==> src/design/hpd_pkg.sv <==
// hpd_pkg: shared types, codes and reset values of the h-bridge position drive controller
// no dependencies; imported by hpd_cfg, hpd_step and the top level
`timescale 1ns / 1ps
`default_nettype none

package hpd_pkg;

  typedef enum logic [1:0] {
    MODE_STOP  = 2'd0,
    MODE_OPEN  = 2'd1,
    MODE_CLOSE = 2'd2,
    MODE_GOTO  = 2'd3
  } mode_t;

  typedef enum logic [1:0] {
    DIR_NONE = 2'd0,
    DIR_UP   = 2'd1,
    DIR_DOWN = 2'd2
  } dir_t;

  localparam int CFG_IDX_W  = 3;
  localparam int CFG_DATA_W = 16;

  localparam logic [CFG_IDX_W-1:0] CFG_PWM_DUTY      = 3'd0;
  localparam logic [CFG_IDX_W-1:0] CFG_ARRIVE_BAND   = 3'd1;
  localparam logic [CFG_IDX_W-1:0] CFG_REV_PAUSE_MS  = 3'd2;
  localparam logic [CFG_IDX_W-1:0] CFG_MOTOR_INVERT  = 3'd3;

  localparam logic [7:0]  PWM_DUTY_RST     = 8'd128;
  localparam logic [9:0]  ARRIVE_BAND_RST  = 10'd10;
  localparam logic [15:0] REV_PAUSE_MS_RST = 16'd1000;

  typedef struct packed {
    logic [7:0]  pwm_duty;
    logic [9:0]  arrive_band;
    logic [15:0] reverse_pause_ms;
    logic        motor_invert;
  } cfg_t;

  typedef struct packed {
    logic [7:0] duty1;
    logic [7:0] duty2;
    logic       low1;
    logic       low2;
  } levels_t;

  localparam levels_t LEVELS_OFF = '{duty1: 8'd0, duty2: 8'd0, low1: 1'b0, low2: 1'b0};

  typedef struct packed {
    logic               cmd_valid;
    logic [1:0]         cmd;
    logic signed [31:0] position;
    logic signed [31:0] target_position;
    logic [31:0]        now_ms;
    logic               at_closed_stop;
    logic               at_open_stop;
    logic               protect_tripped;
  } item_t;

  typedef struct packed {
    mode_t       req_mode;
    mode_t       run_mode;
    dir_t        dir;
    logic        pause;
    logic [31:0] pause_start;
    levels_t     levels;
  } state_t;

  typedef struct packed {
    logic [7:0] leg_a_duty;
    logic [7:0] leg_b_duty;
    logic       leg_a_low_on;
    logic       leg_b_low_on;
    logic [1:0] count_dir_write;
    logic       protection_reset;
    logic       save_position;
    logic       stop_event;
    logic [1:0] stop_event_mode;
    logic       protect_flag_clear;
    logic [1:0] drive_mode;
    logic       reverse_pausing;
  } result_t;

endpackage

`default_nettype wire

==> src/design/hpd_cfg.sv <==
// hpd_cfg: configuration register file of the drive controller
// depends on hpd_pkg for the register indexes and reset values
`timescale 1ns / 1ps
`default_nettype none

module hpd_cfg
  import hpd_pkg::*;
(
  input  logic                  clk,
  input  logic                  rst,
  input  logic                  cfg_write,
  input  logic [CFG_IDX_W-1:0]  cfg_index,
  input  logic [CFG_DATA_W-1:0] cfg_data,
  output cfg_t                  cfg
);

  always_ff @(posedge clk) begin
    if (rst) begin
      cfg.pwm_duty         <= PWM_DUTY_RST;
      cfg.arrive_band      <= ARRIVE_BAND_RST;
      cfg.reverse_pause_ms <= REV_PAUSE_MS_RST;
      cfg.motor_invert     <= 1'b0;
    end else if (cfg_write) begin
      unique case (cfg_index)
        CFG_PWM_DUTY:     cfg.pwm_duty         <= cfg_data[7:0];
        CFG_ARRIVE_BAND:  cfg.arrive_band      <= cfg_data[9:0];
        CFG_REV_PAUSE_MS: cfg.reverse_pause_ms <= cfg_data[15:0];
        CFG_MOTOR_INVERT: cfg.motor_invert     <= cfg_data[0];
        default: ;
      endcase
    end
  end

endmodule

`default_nettype wire

==> src/design/hpd_step.sv <==
// hpd_step: one control tick, next state and result from current state and input
// depends on hpd_pkg for modes, directions, state and result types
`timescale 1ns / 1ps
`default_nettype none

module hpd_step
  import hpd_pkg::*;
(
  input  cfg_t    cfg,
  input  item_t   item,
  input  state_t  cur,
  output state_t  nxt,
  output result_t res
);

  state_t       s;
  dir_t         cdir;
  logic         prst;
  logic         save;
  logic         sev;
  mode_t        sevm;
  logic         clr;
  logic         done;
  logic         pause_go;
  logic [31:0]  elapsed;
  logic [32:0]  pos_x;
  logic [32:0]  tgt_x;
  logic [32:0]  diff_pt;
  logic [32:0]  diff_tp;
  logic [32:0]  distance;
  logic         pos_gt;
  logic         pos_lt;
  logic         near;
  levels_t      lv_up;
  levels_t      lv_down;

  assign lv_up   = '{duty1: cfg.pwm_duty, duty2: 8'd0, low1: 1'b0, low2: 1'b1};
  assign lv_down = '{duty1: 8'd0, duty2: cfg.pwm_duty, low1: 1'b1, low2: 1'b0};

  assign elapsed  = item.now_ms - cur.pause_start;
  assign pos_x    = {item.position[31], item.position};
  assign tgt_x    = {item.target_position[31], item.target_position};
  assign diff_pt  = pos_x - tgt_x;
  assign diff_tp  = tgt_x - pos_x;
  assign pos_gt   = $signed(pos_x) > $signed(tgt_x);
  assign pos_lt   = $signed(pos_x) < $signed(tgt_x);
  assign distance = pos_gt ? diff_pt : diff_tp;
  assign near     = distance <= {23'd0, cfg.arrive_band};

  always_comb begin
    s        = cur;
    cdir     = DIR_NONE;
    prst     = 1'b0;
    save     = 1'b0;
    sev      = 1'b0;
    sevm     = MODE_STOP;
    clr      = 1'b0;
    done     = 1'b0;
    pause_go = 1'b0;

    if (item.cmd_valid) begin
      s.req_mode = mode_t'(item.cmd);
    end

    // reversal pause
    if (s.pause) begin
      s.levels = LEVELS_OFF;
      if (elapsed < {16'd0, cfg.reverse_pause_ms}) begin
        done = 1'b1;
      end else begin
        s.pause = 1'b0;
        prst    = 1'b1;
        unique case (s.req_mode)
          MODE_GOTO: begin
            if (s.dir == DIR_UP) begin
              cdir       = DIR_UP;
              s.levels   = lv_up;
              s.run_mode = MODE_GOTO;
            end else if (s.dir == DIR_DOWN) begin
              cdir       = DIR_DOWN;
              s.levels   = lv_down;
              s.run_mode = MODE_GOTO;
            end
          end
          MODE_OPEN:  cdir = DIR_UP;
          MODE_CLOSE: cdir = DIR_DOWN;
          MODE_STOP:  ;
        endcase
      end
    end

    if (!done) begin
      if (s.req_mode == MODE_GOTO) begin
        if (near) begin
          s.levels   = LEVELS_OFF;
          s.dir      = DIR_NONE;
          s.run_mode = MODE_STOP;
          s.req_mode = MODE_STOP;
          save       = 1'b1;
        end else if (pos_lt) begin
          if (s.dir != DIR_UP) begin
            if (s.dir == DIR_DOWN || s.run_mode == MODE_CLOSE) begin
              pause_go = 1'b1;
            end else begin
              prst       = 1'b1;
              cdir       = DIR_UP;
              s.levels   = lv_up;
              s.run_mode = MODE_GOTO;
            end
            s.dir = DIR_UP;
          end
        end else if (s.dir != DIR_DOWN) begin
          if (s.dir == DIR_UP || s.run_mode == MODE_OPEN) begin
            pause_go = 1'b1;
          end else begin
            prst       = 1'b1;
            cdir       = DIR_DOWN;
            s.levels   = lv_down;
            s.run_mode = MODE_GOTO;
          end
          s.dir = DIR_DOWN;
        end
      end else begin
        // end-stop lockouts
        if (s.req_mode == MODE_CLOSE && item.at_closed_stop) s.req_mode = MODE_STOP;
        if (s.req_mode == MODE_OPEN && item.at_open_stop) s.req_mode = MODE_STOP;

        if (s.req_mode == MODE_STOP) begin
          s.levels = LEVELS_OFF;
          s.dir    = DIR_NONE;
          if (s.run_mode != MODE_STOP) begin
            if (item.protect_tripped) begin
              sev  = 1'b1;
              sevm = s.run_mode;
              clr  = 1'b1;
            end else begin
              save = 1'b1;
            end
            s.run_mode = MODE_STOP;
          end
        end else if (s.req_mode != s.run_mode) begin
          if (s.run_mode != MODE_STOP) begin
            pause_go = 1'b1;
          end else begin
            if (s.req_mode == MODE_OPEN) begin
              cdir     = DIR_UP;
              s.levels = lv_up;
            end else begin
              cdir     = DIR_DOWN;
              s.levels = lv_down;
            end
            s.run_mode = s.req_mode;
          end
        end
      end
    end

    if (pause_go) begin
      s.pause       = 1'b1;
      s.pause_start = item.now_ms;
      clr           = 1'b1;
      s.levels      = LEVELS_OFF;
      s.run_mode    = MODE_STOP;
    end
  end

  assign nxt = s;

  always_comb begin
    if (cfg.motor_invert) begin
      res.leg_a_duty   = s.levels.duty2;
      res.leg_b_duty   = s.levels.duty1;
      res.leg_a_low_on = s.levels.low2;
      res.leg_b_low_on = s.levels.low1;
    end else begin
      res.leg_a_duty   = s.levels.duty1;
      res.leg_b_duty   = s.levels.duty2;
      res.leg_a_low_on = s.levels.low1;
      res.leg_b_low_on = s.levels.low2;
    end
    res.count_dir_write    = cdir;
    res.protection_reset   = prst;
    res.save_position      = save;
    res.stop_event         = sev;
    res.stop_event_mode    = sevm;
    res.protect_flag_clear = clr;
    res.drive_mode         = s.run_mode;
    res.reverse_pausing    = s.pause;
  end

endmodule

`default_nettype wire

==> src/design/hbridge_position_drive_controller_unit.sv <==
// hbridge_position_drive_controller_unit: top level, input register, state, result register
// depends on hpd_pkg, hpd_cfg and hpd_step
//
//   channel  direction  handshake             payload
//   in       receive    in_valid / in_stall   cmd_valid .. protect_tripped
//   out      send       out_valid / out_stall leg_a_duty .. reverse_pausing
//   cfg      receive    cfg_write             cfg_index, cfg_data
//
// one transaction per cycle sustained while out_stall is low; input register, then result register
// the control step is one pass of shallow compare and mode logic between the two registers
// state advances when the input register moves into the result register
// a stalled result holds; the input register still takes one more transaction
// rst is synchronous and returns modes to stop, bridge off and registers to reset values
`timescale 1ns / 1ps
`default_nettype none

module hbridge_position_drive_controller_unit
  import hpd_pkg::*;
(
  input  logic                  clk,
  input  logic                  rst,
  input  logic                  in_valid,
  output logic                  in_stall,
  input  logic                  cmd_valid,
  input  logic [1:0]            cmd,
  input  logic signed [31:0]    position,
  input  logic signed [31:0]    target_position,
  input  logic [31:0]           now_ms,
  input  logic                  at_closed_stop,
  input  logic                  at_open_stop,
  input  logic                  protect_tripped,
  output logic                  out_valid,
  input  logic                  out_stall,
  output logic [7:0]            leg_a_duty,
  output logic [7:0]            leg_b_duty,
  output logic                  leg_a_low_on,
  output logic                  leg_b_low_on,
  output logic [1:0]            count_dir_write,
  output logic                  protection_reset,
  output logic                  save_position,
  output logic                  stop_event,
  output logic [1:0]            stop_event_mode,
  output logic                  protect_flag_clear,
  output logic [1:0]            drive_mode,
  output logic                  reverse_pausing,
  input  logic                  cfg_write,
  input  logic [CFG_IDX_W-1:0]  cfg_index,
  input  logic [CFG_DATA_W-1:0] cfg_data
);

  cfg_t    cfg;
  item_t   item;
  logic    item_vld;
  state_t  state;
  state_t  state_next;
  result_t res_next;
  result_t res;
  logic    advance;
  logic    fire;
  logic    in_take;

  hpd_cfg u_cfg (
    .clk       (clk),
    .rst       (rst),
    .cfg_write (cfg_write),
    .cfg_index (cfg_index),
    .cfg_data  (cfg_data),
    .cfg       (cfg)
  );

  hpd_step u_step (
    .cfg  (cfg),
    .item (item),
    .cur  (state),
    .nxt  (state_next),
    .res  (res_next)
  );

  assign advance  = !out_valid || !out_stall;
  assign fire     = item_vld && advance;
  assign in_stall = item_vld && !advance;
  assign in_take  = in_valid && !in_stall;

  // input register
  always_ff @(posedge clk) begin
    if (rst) begin
      item_vld <= 1'b0;
    end else if (in_take) begin
      item_vld <= 1'b1;
    end else if (advance) begin
      item_vld <= 1'b0;
    end
  end

  always_ff @(posedge clk) begin
    if (in_take) begin
      item <= '{cmd_valid: cmd_valid, cmd: cmd, position: position,
                target_position: target_position, now_ms: now_ms,
                at_closed_stop: at_closed_stop, at_open_stop: at_open_stop,
                protect_tripped: protect_tripped};
    end
  end

  // control state
  always_ff @(posedge clk) begin
    if (rst) begin
      state.req_mode    <= MODE_STOP;
      state.run_mode    <= MODE_STOP;
      state.dir         <= DIR_NONE;
      state.pause       <= 1'b0;
      state.pause_start <= 32'd0;
      state.levels      <= LEVELS_OFF;
    end else if (fire) begin
      state <= state_next;
    end
  end

  // result register
  always_ff @(posedge clk) begin
    if (rst) begin
      out_valid <= 1'b0;
    end else if (fire) begin
      out_valid <= 1'b1;
    end else if (!out_stall) begin
      out_valid <= 1'b0;
    end
  end

  always_ff @(posedge clk) begin
    if (fire) begin
      res <= res_next;
    end
  end

  assign leg_a_duty         = res.leg_a_duty;
  assign leg_b_duty         = res.leg_b_duty;
  assign leg_a_low_on       = res.leg_a_low_on;
  assign leg_b_low_on       = res.leg_b_low_on;
  assign count_dir_write    = res.count_dir_write;
  assign protection_reset   = res.protection_reset;
  assign save_position      = res.save_position;
  assign stop_event         = res.stop_event;
  assign stop_event_mode    = res.stop_event_mode;
  assign protect_flag_clear = res.protect_flag_clear;
  assign drive_mode         = res.drive_mode;
  assign reverse_pausing    = res.reverse_pausing;

  // no shoot-through on either leg
  a_no_shoot_a: assert property (@(posedge clk) disable iff (rst)
    out_valid && leg_a_low_on |-> leg_a_duty == 8'd0)
    else $error("leg a high and low side on together");

  a_no_shoot_b: assert property (@(posedge clk) disable iff (rst)
    out_valid && leg_b_low_on |-> leg_b_duty == 8'd0)
    else $error("leg b high and low side on together");

  a_pause_off: assert property (@(posedge clk) disable iff (rst)
    out_valid && reverse_pausing |->
      leg_a_duty == 8'd0 && leg_b_duty == 8'd0 && !leg_a_low_on && !leg_b_low_on
      && drive_mode == MODE_STOP)
    else $error("bridge driven during reversal pause");

  a_stop_clear: assert property (@(posedge clk) disable iff (rst)
    out_valid && stop_event |-> protect_flag_clear && !save_position)
    else $error("protection stop without trip clear");

  a_stall_cause: assert property (@(posedge clk) disable iff (rst)
    in_stall |-> out_valid && out_stall && item_vld)
    else $error("input stalled with result side free");

  a_state_hold: assert property (@(posedge clk) disable iff (rst)
    !fire |=> $stable(state))
    else $error("control state moved without a transaction");

endmodule

`default_nettype wire

==> config.mk <==
export PLATFORM = sky130hd
export DESIGN_NAME = hbridge_position_drive_controller_unit
export DESIGN_NICKNAME = d
export VERILOG_FILES = /design/src/design/hpd_pkg.sv /design/src/design/hpd_cfg.sv /design/src/design/hpd_step.sv /design/src/design/hbridge_position_drive_controller_unit.sv
export SDC_FILE = /design/constraint.sdc
export NUM_CORES = 1
export LEC_CHECK = 0
export ABC_CLOCK_PERIOD_IN_PS = 7150
export BUFFER_PORTS_ARGS = -buffer_cell sky130_fd_sc_hd__buf_2
export CORE_MARGIN = 1.5
export CORE_UTILIZATION = 45
export DETAILED_ROUTE_END_ITERATION = 8
export PLACE_DENSITY = 0.7
export SLEW_MARGIN = 20
export SYNTH_ARGS = -nofsm -noshare
export SYNTH_HDL_FRONTEND = slang
export SYNTH_SLANG_ARGS = --single-unit
==> constraint.sdc <==
create_clock -name clk -period 7.15 [get_ports clk]
set_clock_uncertainty 0.1 [all_clocks]
set_input_delay 0.3575 -clock clk [delete_from_list [all_inputs] [get_ports clk]]
set_output_delay 0.3575 -clock clk [all_outputs]
set_load 0.005 [all_outputs]
## Word-level counts from Yosys, hierarchy flattened

Cells that the tools add are included.

- Output and inout bits: 31
- Flip-flop bits (word level): 225
- Bits of input ports: 126

- Multiplexer cells: 101
- Equal/unequal tests: 18
- Reduce and logical (&&, ||, !) cells: 24
- Bitwise operators: 4
- $lt $le $gt $ge: 4
- $add $sub $neg: 3

Operators by type and width:

| operator | number |
|---|---|
| $mux 18 | 17 |
| $mux 2 | 37 |
| $sub 32x32->33 | 2 |
| $mux 51 | 1 |
| $mux 1 | 37 |
| $le 33x10->1 | 1 |
| $mux 33 | 1 |
| $gt 32x32->1 | 1 |
| $lt 32x16->1 | 1 |
| $lt 32x32->1 | 1 |
| $sub 32x32->32 | 1 |
| $mux 4 | 4 |
| $mux 6 | 2 |
| $eq 2x1->1 const B | 5 |
| $mux 10 | 1 |
| $reduce_and 2->1 | 5 |
| $eq 2x2->1 const B | 4 |
| $eq 3x2->1 const B | 2 |
| $pmux 2 s3 | 1 |
| $reduce_bool 2->1 | 3 |
| $logic_and 1x1->1 | 5 |
| $reduce_and 5->1 | 1 |
| $reduce_or 5->1 | 1 |
| $logic_not 1->1 | 4 |
| 10 further kinds | 16 |

## Depth between registers and ports, before layout

- Depth after elaboration: 20
- Mapped depth: 33
- Depth with buffers taken out: 28

## Modules after synthesis

A second synthesis with hierarchy kept.

- Cell total of the unflattened synthesis: 1827
- Area total of the unflattened synthesis: 16988.8 µm²

Modules (own cells, without submodules):

| module | cells an instance | area an instance (µm²) | instances |
|---|---|---|---|
| hpd_step | 1297 | 8968.6 | 1 |
| hbridge_position_drive_controller_unit | 387 | 6540.0 | 1 |
| hpd_cfg | 143 | 1480.2 | 1 |

## Least setup slack after synthesis

OpenSTA, ideal clock, no wires.

- Path type: input port to flip-flop
- From: input out_stall
- To: register item[0] (netlist name)
- Path buffers: 0
- Arrival: 5.095 ns
- Setup time: 0.576 ns
- Slack: 1.379 ns
- Required time: 6.474 ns
- Stages: 2
- Path through: and3_1 -> nor2b_1

- Cells in the longest elaborated chain, start to end: 6

RTL lines:

| what | RTL line | RTL |
|---|---|---|
| start, declared | hbridge_position_drive_controller_unit.sv:33 | `input logic out_stall,` |
| $logic_not 1->1 | - |  |
| $logic_or 1x1->1 | hbridge_position_drive_controller_unit.sv:79 | `assign advance = !out_valid \|\| !out_stall;` |
| $logic_not 1->1 | hbridge_position_drive_controller_unit.sv:81 | `assign in_stall = item_vld && !advance;` |
| $logic_and 1x1->1 | hbridge_position_drive_controller_unit.sv:81 |  |
| $logic_not 1->1 | hbridge_position_drive_controller_unit.sv:82 | `assign in_take = in_valid && !in_stall;` |
| $logic_and 1x1->1 | hbridge_position_drive_controller_unit.sv:82 |  |
| via in_take | hbridge_position_drive_controller_unit.sv:60 | `logic in_take;` |

The timed path passes the listed nets, and every way through them passes these cells.
A chain may end at the register's enable or synchronous reset.

## Worst setup path after layout

- From: register item[93] (netlist name)
- To: register state[34] in the netlist's numbering

- Cells in the longest elaborated chain, start to end: 7
- Elaborated cells on any way between the ends: 11

RTL lines:

| what | RTL line | RTL |
|---|---|---|
| $sub 32x32->33, or another cell as far along | hpd_step.sv:44 | `assign diff_tp = tgt_x - pos_x;` |
| $mux 33 | hpd_step.sv:47 | `assign distance = pos_gt ? diff_pt : diff_tp;` |
| $le 33x10->1 | hpd_step.sv:48 | `assign near = distance <= {23'd0, cfg.arrive_band};` |
| $mux 1 (*) | hpd_step.sv:94 | `if (near) begin` |
| $mux 1 (*) | hpd_step.sv:93 | `if (s.req_mode == MODE_GOTO) begin` |
| $mux 1 (*) | hpd_step.sv:92 | `if (!done) begin` |
| $reduce_and 2->1 (no line) (*) | - |  |
| end signal, assigned | hbridge_position_drive_controller_unit.sv:114 | `state <= state_next;` |
| end, declared | hbridge_position_drive_controller_unit.sv:54 | `state_t state;` |

Every way passes the cells marked *; elsewhere a longest branch is shown, timed or not.

==> reports/results.txt <==
Worst Setup End Kind: flip-flop
min Tclk post-route: 6.51 ns
CTS buffer count: 25
met2 wire len: 19,600 µm
global-route wire length before repair: 70,100 µm
sequential fraction of the synthesis area: 38.1%
Final Max Tran Viols: 0
Cell Area, Synth: 0.0152 mm²
Async S/R FF share, synth: 0%
Post-synth EDFFs: 131
worst skew pair latency: 0.56 ns
max layer used: met4
die area: 0.0350 mm²
Vias: 13,900
First-pass DRT Iterations: 5
vias in the first global route: 13,400
CTS Hold Bufs: 120
maximum VDD drop: 0.176 mV
WL met3: 2800 µm
Clk Tree Root Cell: clkbuf_16
combinational power share: 23.4%
row count: 67
wirelength, routed: 44,200 µm
Fin Setup TNS: 0 ns
# nets final: 2,206
RSZ-0062 raised after global routing: no
total power: 0.00363 W
total gr overflow: 0
pwr dens: 198 mW/mm²
Final Hold Fails: 0
initial antenna violation count: 0
slack of the critical path: 0.639 ns
Crit Path Category: flip-flop to flip-flop
hold slack final: 0.135 ns
DR vias/cell: 5.74
# H-tree levels: 1
#FFs+latches synth: 225
DRT antenna net count: 0
synth warn: 0
pre-CTS setup slack: 0.708 ns
initial cell density of the core: 45.6%
DP HPWL: 32,000 µm
CP max FO: 32
sequential power share: 40.1%
total core area: 0.0334 mm²
max_cap viols: 0
Final Core Density: 54.9%
Post-synth top flop: edfxtp_1
antenna cells: 0
post-CTS sizing: 0
cells after synthesis: 1,718
DRT met1 WL: 20,500 µm
CTS tree: done
Pint: 0.00254 W
Mapped Nets: 1,967
number of distinct library cells after synthesis: 98
Tot GR Track Use: 24.5%
maximum operating frequency: 154 MHz
Worst Tran Pin Value: 0.871 ns
static leakage: 7.47 nW
share of cells above drive strength 1: 12.7%
Placer Congestion: 0.949
total clock sinks: 225
DRT iter0 DRCs: 1,279
final setup fails: 0
largest net degree at the start of global routing: 79
post-CTS setup buffers: 0
status: finished clean
Die Wd: 187 µm
Residual DRC: 0
synthesis-to-layout area growth: 20.4%
synthesized area per cell: 8.88 µm²
IO buf count: 156
CTS max path bufs: 3
I/O pin cnt: 157
NetSw: 0.00109 W
Die H: 187 µm
CTS clk-pin slew, worst paths: 0.06 ns
period utilisation layout: 91.1%
WP data arrival: 6.87 ns
CP startpoint kind: flip-flop
Critical Path RT: 7.51 ns
switching share of power: 30.0%
relative slew slack: 40.3%
Min-Delay Path Class: primary input to flip-flop
routed len/inst: 18.2 µm
Clk network pwr share: 36.5%
==> flip-flops by register name (all words and copies together), names as in the netlist <==
signal and cells:
count_dir_write 2, drive_mode 2, item 102, item_vld 1
leg_a_duty 8, leg_a_low_on 1, leg_b_duty 8, leg_b_low_on 1
out_valid 1, protect_flag_clear 1, protection_reset 1, reverse_pausing 1
save_position 1, state 57, stop_event 1, stop_event_mode 2
u_cfg.cfg 35
==> per-stage QoR <==
stage	std cells	cell area [µm²]
final	2424	18400
after global placement	2258	16300
after detailed placement	2258	16300
after floorplan	1718	15200
after CTS	2424	18400
after global routing	2424	18400
==> synthesized netlist by cell type (17+ instances only) <==
master	count	area, µm²
o22ai_1	24	150
ha_1	120	1500
xnor2_1	28	245
edfxtp_1	131	3930
a21o_1	43	323
nand4_1	28	175
mux2i_1	41	410
clkbuf_1	42	158
inv_1	151	567
nor3_1	26	130
o211ai_1	28	210
o21bai_1	17	128
nand3_1	33	165
buf_2	19	95.1
o21ai_0	67	335
o21ai_1	19	95.1
dfxtp_1	94	1880
nor2_1	92	345
a21oi_1	162	811
nand2_1	250	938
==> worst max-delay path: stages (launching register included) <==
cell      delay [ns]
edfxtp_1        0.40
ha_1            0.58
nand4_2         0.21
nor3_4          0.42
nand3_2         0.21
o211ai_4        0.19
o21ai_2         0.17
nand2_1         0.28
mux2i_1         0.32
nor2b_1         0.07
o21ai_0         0.15
nand3_1         0.10
xor2_1          0.17
ha_1            0.31
nand4_1         0.14
nor3_1          0.16
nor3_1          0.07
o211ai_1        0.09
o211ai_1        0.17
o211ai_1        0.15
nand2b_1        0.14
o221ai_1        0.12
and4b_1         0.30
a21o_4          0.29
o21ai_2         0.32
and2_2          0.24
buf_12          0.25
mux2i_1         0.24
==> final cells by class <==
cell class                      count  area (µm²)
Fill cell                        3022       15100
Multi-Input combinational cell   1261        8460
Sequential cell                   225        5820
Timing Repair Buffer              291        2110
Clock buffer                       38         769
Inverter                          153         574
Tap cell                          448         561
Clock inverter                      8        73.8
==> per-layer routing <==
layer | up-vias | GRT usage, %
li1 | 6727 | -
met1 | 6626 | 34.5
met2 | 468 | 38.9
met3 | 82 | 3.70
met4 | 0 | 7.57
met5 | - | 0
==> power by group through the flow <==
stage	Sequential, W	Clock, W	Combinational, W
finish	0.00146	0.00132	0.000849
global route	0.00146	0.00140	0.000932
CTS	0.00146	0.00136	0.000836
detailed placement	0.00148	0	0.000780
global placement	0.00148	0	0.000776
floorplan	0.00148	0	0.000555
==> cell families (layout without fill, tap and decap cells) <==
family	Yosys count	after routing	share of synthesized area [%]
multiplexers	43	43	2.84
adder cells (fa/ha/maj)	125	125	10.4
AND/OR/NAND/NOR	523	523	16.1
flip-flops	225	225	38.1
AO/OA/AOI/OAI	526	526	23.6
buffers and inverters	232	490	6.43
XOR/XNOR	44	44	2.53
==> final timing paths <==
path	start	to	slack [ns]	cells after the start
worst max-delay path	item[93]	state[34]	0.64	27
worst min-delay path	cfg_index[0]	u_cfg.cfg[31]	0.13	4
worst max register to register	item[93]	state[34]	0.64	27
worst min register to register	state[32]	state[32]	0.35	2
==> placed cells by master (no fill, tap or decap), types with 9 or more instances in the layout <==
cell type / count
nand2_1: 250
a21oi_1: 162
buf_2: 156
inv_1: 151
edfxtp_1: 131
ha_1: 120
dlygate4sd3_1: 120
dfxtp_1: 94
nor2_1: 92
o21ai_0: 67
a21o_1: 43
mux2i_1: 41
nand3_1: 33
clkbuf_16: 29
nand4_1: 28
o211ai_1: 28
xnor2_1: 28
nor3_1: 26
o22ai_1: 24
o21ai_1: 19
o21bai_1: 17
o21a_1: 16
xor2_1: 16
a32oi_1: 16
nor2b_1: 15
buf_4: 14
nand2b_1: 13
a211oi_1: 13
and2_1: 9
or3_1: 9
Note: power is estimated with default switching activity, not from simulation.
